`config.mk`:
```
export PLATFORM = sky130hd
export DESIGN_NAME = stream_duplicate_filter_top
export DESIGN_NICKNAME = d
export VERILOG_FILES = /design/src/sv/sdf_pkg.sv /design/src/sv/sdf_ram.sv /design/src/sv/sdf_ctrl.sv /design/src/sv/sdf_datapath.sv /design/src/sv/stream_duplicate_filter_top.sv
export SDC_FILE = /design/constraint.sdc
export NUM_CORES = 2
export LEC_CHECK = 0
export BUFFER_PORTS_ARGS = -buffer_cell sky130_fd_sc_hd__clkbuf_2
export CAP_MARGIN = 15
export CELL_PAD_IN_SITES_DETAIL_PLACEMENT = 1
export CELL_PAD_IN_SITES_GLOBAL_PLACEMENT = 1
export CORE_MARGIN = 2
export CORE_UTILIZATION = 34
export DETAILED_ROUTE_END_ITERATION = 6
export MAX_ROUTING_LAYER = met4
export PLACE_DENSITY_LB_ADDON = 0.3
export SETUP_SLACK_MARGIN = 0.15
export SLEW_MARGIN = 10
export SYNTH_ARGS = -nofsm -noshare
export SYNTH_HDL_FRONTEND = slang
export SYNTH_SLANG_ARGS = --single-unit
export TNS_END_PERCENT = 20
```
`constraint.sdc`:
```
create_clock -name clk -period 4 [get_ports clk]
set_input_delay 0.4 -clock clk [delete_from_list [all_inputs] [get_ports clk]]
set_output_delay 0.4 -clock clk [all_outputs]
set_load 0.02 [all_outputs]
```
`src/sv/sdf_pkg.sv`:
```
// Shared types and constants for the stream duplicate filter.
// No dependencies; imported by sdf_ctrl, sdf_datapath and stream_duplicate_filter_top.
package sdf_pkg;

  localparam int TABLE_DEPTH = 64;
  localparam int ADDR_W      = $clog2(TABLE_DEPTH);
  localparam int CNT_W       = $clog2(TABLE_DEPTH + 1);
  localparam int VALUE_W     = 32;

  typedef logic signed [VALUE_W-1:0] value_t;
  typedef logic [CNT_W-1:0]          count_t;
  typedef logic [ADDR_W-1:0]         addr_t;

  typedef struct packed {
    value_t value;
    logic   is_last;
  } in_item_t;

  typedef struct packed {
    value_t out_value;
    logic   keep;
    logic   out_last;
    logic   overflow;
  } out_item_t;

  typedef struct packed {
    logic load;
    logic issue;
    logic finish;
  } sdf_cmd_t;

  typedef struct packed {
    logic scan_done;
    logic rd_pending;
    logic out_busy;
  } sdf_status_t;

endpackage

```
`src/sv/sdf_ram.sv`:
```
// Generic single-write, single-read RAM with registered read data.
// No dependencies.
module sdf_ram #(
  parameter int WIDTH = 32,
  parameter int DEPTH = 64
) (
  input  logic                     clk,
  input  logic                     we,
  input  logic [$clog2(DEPTH)-1:0] waddr,
  input  logic [WIDTH-1:0]         wdata,
  input  logic [$clog2(DEPTH)-1:0] raddr,
  output logic [WIDTH-1:0]         rdata
);

  logic [WIDTH-1:0] mem [DEPTH];

  always_ff @(posedge clk) begin
    if (we) begin
      mem[waddr] <= wdata;
    end
    rdata <= mem[raddr];
  end

endmodule

```
`src/sv/sdf_ctrl.sv`:
```
// Controller state machine for the stream duplicate filter.
// Depends on sdf_pkg; drives commands into sdf_datapath.
module sdf_ctrl (
  input  logic                clk,
  input  logic                rst,
  input  logic                item_valid,
  output logic                item_stall,
  input  sdf_pkg::sdf_status_t status,
  output sdf_pkg::sdf_cmd_t    cmd
);
  import sdf_pkg::*;

  localparam logic [1:0] ST_IDLE   = 2'd0;
  localparam logic [1:0] ST_SCAN   = 2'd1;
  localparam logic [1:0] ST_FINISH = 2'd2;

  logic [1:0] state;
  logic [1:0] state_next;

  assign item_stall = (state != ST_IDLE);

  always_comb begin
    state_next = state;
    cmd        = '0;
    unique case (state)
      ST_IDLE: begin
        if (item_valid) begin
          cmd.load   = 1'b1;
          state_next = ST_SCAN;
        end
      end
      ST_SCAN: begin
        if (!status.scan_done) begin
          cmd.issue = 1'b1;
        end else if (!status.rd_pending) begin
          state_next = ST_FINISH;
        end
      end
      ST_FINISH: begin
        if (!status.out_busy) begin
          cmd.finish = 1'b1;
          state_next = ST_IDLE;
        end
      end
      default: begin
        state_next = ST_IDLE;
      end
    endcase
  end

  always_ff @(posedge clk) begin
    if (rst) begin
      state <= ST_IDLE;
    end else begin
      state <= state_next;
    end
  end

endmodule

```
`src/sv/sdf_datapath.sv`:
```
// Datapath: held item, seen-value table, scan counter and result register.
// Depends on sdf_pkg and sdf_ram; commanded by sdf_ctrl.
module sdf_datapath (
  input  logic                 clk,
  input  logic                 rst,
  input  sdf_pkg::in_item_t    item,
  input  sdf_pkg::sdf_cmd_t    cmd,
  output sdf_pkg::sdf_status_t status,
  output logic                 result_valid,
  input  logic                 result_stall,
  output sdf_pkg::out_item_t   result
);
  import sdf_pkg::*;

  in_item_t cur;
  count_t   seen_count;
  count_t   idx;
  logic     found;
  logic     rd_pending;
  value_t   rdata;
  logic     full;
  logic     store;
  count_t   seen_count_next;

  sdf_ram #(
    .WIDTH (VALUE_W),
    .DEPTH (TABLE_DEPTH)
  ) u_table (
    .clk   (clk),
    .we    (store),
    .waddr (seen_count[ADDR_W-1:0]),
    .wdata (cur.value),
    .raddr (idx[ADDR_W-1:0]),
    .rdata (rdata)
  );

  assign full  = (seen_count == count_t'(TABLE_DEPTH));
  assign store = cmd.finish && !found && !full;

  always_comb begin
    if (cur.is_last) begin
      seen_count_next = '0;
    end else if (store) begin
      seen_count_next = seen_count + count_t'(1);
    end else begin
      seen_count_next = seen_count;
    end
  end

  assign status.scan_done  = found || (idx == seen_count);
  assign status.rd_pending = rd_pending;
  assign status.out_busy   = result_valid && result_stall;

  always_ff @(posedge clk) begin
    if (cmd.load) begin
      cur <= item;
    end
    if (cmd.finish) begin
      result.out_value <= cur.value;
      result.keep      <= !found;
      result.out_last  <= cur.is_last;
      result.overflow  <= !found && full;
    end
  end

  always_ff @(posedge clk) begin
    if (rst) begin
      seen_count   <= '0;
      idx          <= '0;
      found        <= 1'b0;
      rd_pending   <= 1'b0;
      result_valid <= 1'b0;
    end else begin
      rd_pending <= cmd.issue;
      if (cmd.load) begin
        idx   <= '0;
        found <= 1'b0;
      end else begin
        if (cmd.issue) begin
          idx <= idx + count_t'(1);
        end
        if (rd_pending && (rdata == cur.value)) begin
          found <= 1'b1;
        end
      end
      if (cmd.finish) begin
        seen_count   <= seen_count_next;
        result_valid <= 1'b1;
      end else if (result_valid && !result_stall) begin
        result_valid <= 1'b0;
      end
    end
  end

endmodule

```
`src/sv/stream_duplicate_filter_top.sv`:
```
// Stream duplicate filter: passes each list value with a first-occurrence keep flag.
// Top level; depends on sdf_pkg, sdf_ctrl and sdf_datapath.
//
// Each accepted value is compared against the distinct values already seen in the
// current list, one table entry per cycle through the single read port of the table
// RAM. The scan ends early when a match is found, and it covers at most TABLE_DEPTH
// entries once the table is full. A stalled output holds the item in the finish state
// until the result register is free.
// A new item is taken while the previous result still waits in the output register.
// Values not found are stored while room remains; once the table is full they are
// kept and flagged overflow. The table empties after an is_last item.
module stream_duplicate_filter_top (
  input  logic               clk,
  input  logic               rst,
  input  logic               item_valid,
  output logic               item_stall,
  input  sdf_pkg::in_item_t  item,
  output logic               result_valid,
  input  logic               result_stall,
  output sdf_pkg::out_item_t result
);
  import sdf_pkg::*;

  sdf_cmd_t    cmd;
  sdf_status_t status;

  sdf_ctrl u_ctrl (
    .clk        (clk),
    .rst        (rst),
    .item_valid (item_valid),
    .item_stall (item_stall),
    .status     (status),
    .cmd        (cmd)
  );

  sdf_datapath u_datapath (
    .clk          (clk),
    .rst          (rst),
    .item         (item),
    .cmd          (cmd),
    .status       (status),
    .result_valid (result_valid),
    .result_stall (result_stall),
    .result       (result)
  );

endmodule
```
==> qor.yml <==
synth-edff-count: 2116
slew_viol_final: 0
die_h_um: 495.8
min_period_ns: 3.525
grt_max_degree: 74
synthCells: 3650
preCtsSetupSlack_ns: 0.5102
fmax_mhz: 283.7
initial_core_util_pct: 34.19
syn_to_final_growth_pct: 16.74
crit_fanout: 24
min_path_type: "in2reg"
relSlewSlack_pct: 17.81
h-tree-depth: 4
routabilityCongestion: 0.8460
rsz0062_at_grt: "false"
numPortBuffers: 73
worstPathRequired_ns: 4.73
synthArstFlopShare_pct: 0
cts_resized: 0
ys.flop_type: "edfxtp_1"
fin_hold_ws_ns: 0.2755
cts.clk_slew.worst_paths_ns: 0.06
worst_slack_ns: 0.4747
row_count: 180
finalSetupTns_ns: 0
post-cts-setup-buffers: 0
cts_buffer_depth: 3
synth_nets: 3690
cp-start-kind: "flop"
power.density_mw_per_mm2: 486.2
route.detailed.drc: 0
syn-cell-area_mm2: 0.08225
first_global_vias: 42530
die-area_mm2: 0.2459
die_w_um: 495.8
layout.nets: 4088
cts_buffers: 217
vias: 40680
clock_skew_ns: 0.02975
cts_tree: "built"
cts_root_buf: "clkbuf_16"
tightest_slew_ns: 1.225
wl_per_cell_um: 32.71
crit_type: "reg2reg"
synth.avg_cell_area_um2: 22.53
leakage_uw: 0.02888
irDropWorstVdd_mv: 0.4381
status: "completed"
dp_hpwl_mm: 140.3
core_mm2: 0.2405
via_per_inst: 5.482
drt_iter0_markers: 4726
drive_gt1_share_pct: 29.44
ys_ff_latch: 2167
grt_usage_pct: 20.30
finish.utilization_pct: 39.92
endpoint_kind: "flop"
maxCapViolCount: 0
mostFrequentLayoutCell: "edfxtp_1"
clock_latency_ns: 0.84
grt_first_pass_wirelength_mm: 339.8
synth.distinct_cells: 63
cts.sinks: 2167
placedCellCount: 6976
final_cell_count_no_fill: 7421
ant_nets: 0
setup_viol: 0
gr-total-overflow: 0
ys_seq_area_share_pct: 78.50
antenna_found_initial: 8
fin_crit_sh_pct: 88.13
finalWirelength_mm: 242.7
ios: 74
yosys_warnings: 0
report.final.hold_viol_count: 0
cts_hold_buf: 38
firstDrtPassIters: 5
final_cell_mix: "edfxtp_1 (2116), mux4_2 (454), buf_4 (225)"
crit_arrival_ns: 4.26
-- cell usage after synthesis, drive strengths merged, types with 4 or more instances --
cell	number	share of area [%]
o211ai	5	0.046
or2	6	0.046
o21a	6	0.055
edfxtp	2116	77
a211o	20	0.21
a311oi	8	0.085
a2111oi	14	0.21
nand2b	12	0.091
dfxtp	51	1.2
and2	6	0.046
o22ai	92	0.70
a31oi	12	0.091
nand2	26	0.12
xor2	38	0.40
clkbuf	61	0.28
and3	8	0.061
a221oi	7	0.075
nand3	44	0.27
o221ai	12	0.13
mux4	482	13
a22oi	58	0.53
or3	4	0.030
buf	141	1.2
mux2i	81	0.99
xnor2	10	0.11
nor4	13	0.099
nand3b	28	0.26
o21ai	12	0.078
nor2b	10	0.076
mux2	25	0.34
o31ai	4	0.037
o311ai	10	0.11
nor3	31	0.19
inv	6	0.027
a21oi	30	0.18
a22o	15	0.16
nor2	106	0.48
a211oi	18	0.16
-- state kept, by name, indices dropped and copies added (netlist names) --
name	cells
u_datapath.rd_pending	1
u_datapath.idx	7
u_datapath.result	35
u_datapath.cur	33
u_datapath.result_valid	1
u_datapath.u_table.mem	2048
u_ctrl.state	2
u_datapath.found	1
u_datapath.u_table.rdata	32
u_datapath.seen_count	7
-- cell families (layout without fill, tap and decap cells) --
| logic type | count (synthesis) | after routing | share of synthesized area, % |
|---|---|---|---|
| fa+ha+maj | 3 | 3 | 0.04564 |
| mux | 588 | 588 | 14.65 |
| other cells | 0 | 4 | 0 |
| xor+xnor | 48 | 48 | 0.5111 |
| simple gates | 305 | 305 | 1.883 |
| flops | 2167 | 2167 | 78.50 |
| buf+inv | 208 | 790 | 1.463 |
| compound gates | 331 | 331 | 2.944 |
-- metrics by stage --
step / total power (uW) / instance area [um^2]
after floorplan: 26280 / 82250
after global placement: 26940 / 88590
after detailed placement: 26990 / 88640
after CTS: 47060 / 96000
after global routing: 47870 / 96010
final: 46680 / 96010
-- layout make-up --
cell class | instances | area, um^2
inverters | 6 | 22.52
repair buffers | 381 | 3321
multi-input cells | 1275 | 17110
clock buffers | 288 | 5936
fillers | 22750 | 144500
diodes | 4 | 10.01
flip-flops and latches | 2167 | 64580
clock inverters | 115 | 1046
well taps | 3185 | 3985
-- final timing paths --
kind	from	end	slack [ns]	cells after the start
worst max-delay path	u_datapath.idx[0]$_SDFFE_PP0P_	u_datapath.u_table.rdata[28]$_DFF_P_	0.47	7
worst min-delay path	item[0]	u_datapath.cur[0]$_DFFE_PP_	0.28	2
worst max register to register	u_datapath.idx[0]$_SDFFE_PP0P_	u_datapath.u_table.rdata[28]$_DFF_P_	0.47	7
worst min register to register	u_datapath.idx[6]$_SDFFE_PP0P_	u_datapath.idx[6]$_SDFFE_PP0P_	0.56	2
-- critical path: stages (launching register included) --
cell and delay [ns]:
dfxtp_4 0.72, buf_4 0.52, mux4_2 0.56, a22o_1 0.27
a211oi_1 0.80, buf_4 0.25, nor4_2 0.10, o21a_1 0.15
-- per-layer routing --
| layer | global-route usage (%) | vias up | wire, um |
|---|---|---|---|
| met2 | 31.80 | 1428 | 117500 |
| li1 | - | 16400 | - |
| met1 | 28.10 | 22570 | 104700 |
| met4 | 4.707 | 0 | 5233 |
| met3 | 3.020 | 279 | 15250 |
| met5 | - | - | 0 |
-- where the power goes --
group | internal (uW) | switching [uW]
combinational | 256 | 956
clock | 11500 | 8610
sequential | 25200 | 111
total | 37000 | 9680
Note: power is estimated with default switching activity, not from simulation.
